**src/design/dpf_pkg.sv**
```systemverilog
package dpf_pkg;

    localparam int DEPTH_DEF = 256;
    localparam int CFG_W     = 9;
    localparam int CNT_W     = 9;
    localparam logic [CFG_W-1:0] LIMIT_RST = 9'd256;

    localparam logic [1:0] MODE_ADD = 2'd0;
    localparam logic [1:0] MODE_FWD = 2'd1;
    localparam logic [1:0] MODE_CNT = 2'd2;

    typedef struct packed {
        logic [15:0] src;
        logic [15:0] dst;
        logic [31:0] stamp;
    } t_entry;

    typedef struct packed {
        logic dup;
        logic in_win;
    } t_match;

endpackage

```
**src/design/dpf_match.sv**
```systemverilog
module dpf_match
    import dpf_pkg::*;
(
    input  t_entry      i_entry,
    input  t_entry      i_key,
    input  logic [31:0] i_lo,
    input  logic [31:0] i_hi,
    output t_match      o_match
);

    always_comb begin
        o_match.dup    = (i_entry == i_key);
        o_match.in_win = (i_entry.dst == i_key.dst) &&
                         (i_entry.stamp >= i_lo) && (i_entry.stamp <= i_hi);
    end

endmodule

```
**config.mk**
```make
export PLATFORM = sky130hd
export DESIGN_NAME = dpf_match
export DESIGN_NICKNAME = d
export VERILOG_FILES = /design/src/design/dpf_pkg.sv /design/src/design/dpf_match.sv
export SDC_FILE = /design/constraint.sdc
export NUM_CORES = 1
export LEC_CHECK = 0
export ABC_AREA = 1
export BUFFER_PORTS_ARGS = -buffer_cell sky130_fd_sc_hd__buf_2
export CORE_ASPECT_RATIO = 0.75
export CORE_UTILIZATION = 38
export DETAILED_ROUTE_END_ITERATION = 6
export PLACE_DENSITY = 0.8
export SYNTH_ARGS = -nofsm -noshare
export SYNTH_HDL_FRONTEND = slang
export SYNTH_SLANG_ARGS = --single-unit
```
**constraint.sdc**
```tcl
create_clock -name vclk -period 1.6
set_input_delay 0.32 -clock vclk [all_inputs]
set_output_delay 0.32 -clock vclk [all_outputs]
set_load 0.005 [all_outputs]
```
* After elaboration in Yosys (flattened, before gate mapping)
Index checks and enable logic that the tools add are counted.
** Operators by class
- Eq/ne operators :: 2
- Magnitude comparators :: 2
- Reductions and logical operators :: 2
** Operators with widths (count)
- == test 64 bit :: 1
- >= comparator 32 bit :: 1
- less-or-equal comparator 32 bit :: 1
- == test 16 bit :: 1
- logical AND 1 bit :: 2
** Storage, ports and cells
- Register bits :: 0
- Input bits :: 192

* Longest topological paths before layout
- Depth after elaboration :: 3
- Depth in mapped cells :: 15
- Gate-level depth less buffers :: 15

* Worst setup path before layout
OpenSTA, ideal clock, no wires.
- Kind :: input -> output
- Start :: in i_hi[31]
- End :: out o_match[0] (netlist bit)
- Data required time :: 1280 ps
- Data arrival time :: 1326 ps
- Stages on the path :: 10
- Path slack :: -46 ps
- Path through :: inv_1 ha_1 nand2_1 nor2_2 and2_4 inv_2 nor2_2 and3b_1 a21oi_1 nor2_1
** RTL lines
- start: declaration :: line dpf_match.sv:7 : input logic [31:0] i_hi,
- end: declaration :: line dpf_match.sv:8 : output t_match o_match

==> flow_summary.toml <==
[run_status]
status = "finished, violations left"
violations = "setup timing"

[final_layout]
seq_cells = 0
fill_cells = 557
nNetsFinal = 884
nClkBuffers = 0
areaGrowthSynthToFinish_pct = 73.5
seqCellArea_um2 = 0
drive_gt1_share_pct = 47.8
diodes = 0

[synth]
ys_seq_area_share_pct = 0
synth.most_common_cell = "nand2_1"
yosysTopAreaCell = "ha_1"
yosys-top-cells-count = "nand2_1 (91), inv_1 (83), ha_1 (64), xnor2_1 (36), a21oi_1 (30)"
synth.avg_cell_area_um2 = 6.17
syn_inst = 409
synth_cell_types = 27
syn_area_um2 = 2520
syn_nets = 665
ys.warnings.count = 0
synth.area.top_cells = "ha_1 (32%), nand2_1 (14%), xnor2_1 (13%)"
synth_top_area_share_pct = 31.7

[timing]
rsz0062_at_grt = "yes"
layout_min_cycle_time_ns = 1.92
drv_slew = 0
tightestPinTransition_ns = 0.356
finalHoldViolations = 0
fin_hold_ws_ns = 1.14
fin_crit_sh_pct = 120
finalSetupViolCount = 2
maxSlewHeadroom_pct = 76.0
fmax_mhz = 521
setup_tns_ns = -0.566
fin_ws_ns = -0.321

[floorplanning]
rows = 25
coreArea_um2 = 6350
die_y_um = 72.6
fp.dieArea_um2 = 6970
initial_utilization_pct = 39.7
die_x_um = 96.1
io_pins = 194

[min_path]
hold_class = "in -> out"
holdPathStages = 7

[power]
report.power.total_mw = 1.11
leakagePower_nw = 2.45
ir_drop_mv = 0.141
power_density_nw_per_um2 = 253

[critical_path]
worstPathRequired_ns = 1.28
path_class = "in -> out"
crit_path_frequent_cell = "nand2_1"
max_stage_delay_ns = 0.29
cp-end-kind = "primary output"
slowest_stage = "ha_1"
cp_cell_sequence = "buf_2, inv_1, ha_1, nand2_1, nor2_1, nand2_1, nand2_1, nand2_1, nand2_1, nand2_1, a21oi_2, nor2_1, buf_2"
path_max_fanout = 2
cp-start-kind = "primary input"
critPathArrivalTime_ns = 1.60

[route]
firstDrtPassIters = 4
wl_um = 8490
ant_nets = 0
vias = 3310
drtIter0Drc = 71
routed_via_density = 4.68
drc = 0
wl_per_cell_um = 12.0

[global_routing]
antenna_found_initial = 0
grt_pass1_vias = 3190
track_usage_pct = 22.4
grt_pass1_wl_um = 12700
overflow = 0
grt_max_degree = 5

[placed_design]
place_congestion = 0.833
io_buffers = 194
place_hpwl_um = 7200

[run]
cap_violations = 0
[area by class of cell]
| class | count | area [um^2] | area share, % |
|---|---|---|---|
| Multi-Input combinational cell | 320 | 2640 | 60.3 |
| Inverter | 89 | 359 | 8.20 |
| Timing Repair Buffer | 217 | 1280 | 29.2 |
| Tap cell | 81 | 101 | 2.32 |
[path summary, 6_finish.rpt]
path	from	end	slack [ns]
worst max-delay path	i_hi[7]	o_match[0]	-0.32
worst min-delay path	i_key[8]	o_match[1]	1.14
[metrics by stage]
| step | worst slack, ns | std cells | cell area (um^2) | util (%) |
|---|---|---|---|---|
| 2_1_floorplan | -0.0120 | 409 | 2630 | - |
| 3_3_place_gp | -0.374 | 705 | 3850 | 60.7 |
| 3_5_place_dp | -0.403 | 705 | 3850 | 60.7 |
| 4_1_cts | -0.340 | 706 | 4080 | 64.3 |
| 5_1_grt | -0.431 | 707 | 4380 | 68.9 |
| 6_report | -0.321 | 707 | 4380 | 68.9 |
[placed cells by master (no fill, tap or decap), types with 15 or more instances in the layout]
cell type	count
a21oi_1	23
buf_2	174
buf_4	24
buf_6	16
ha_1	41
ha_4	23
inv_1	68
inv_2	15
nand2_1	81
nor2_1	20
xnor2_1	32
xor2_1	17
[critical path: cells and delay by family]
family | cells | cell delay [ns]
fa+ha+maj | 1 | 0.29
compound gates | 1 | 0.11
simple gates | 8 | 0.62
buf+inv | 3 | 0.28
[power breakdown]
part	total (mW)	internal, mW	leakage (nW)	switching [mW]
sequential	0	0	0	0
combinational	1.11	0.590	2.45	0.518
clock	0	0	0	0
total	1.11	0.590	2.45	0.518
[cell families after synthesis]
group / after synthesis / share of synthesized area (%)
adder cells (fa/ha/maj): 64 / 31.7
AO/OA/AOI/OAI: 45 / 9.47
AND/OR/NAND/NOR: 158 / 27.1
buffers and inverters: 89 / 13.2
XOR/XNOR: 53 / 18.4
[routing by layer]
metal,share of wire (%),up-vias,GRT usage [%]
li1,-,1736,-
met1,40,1437,25.9
met2,53,125,46.6
met3,5.5,12,0.419
met4,1.5,0,2.16
met5,0,-,0
[what timing repair did]
item	4_1_cts	5_1_grt
setup endpoints to repair	2	2
resized for setup	42	62
buffers inserted	1	1
hold buffers	0	0
pin swaps	19	30
No activity file was read; power rests on OpenSTA's default activity.
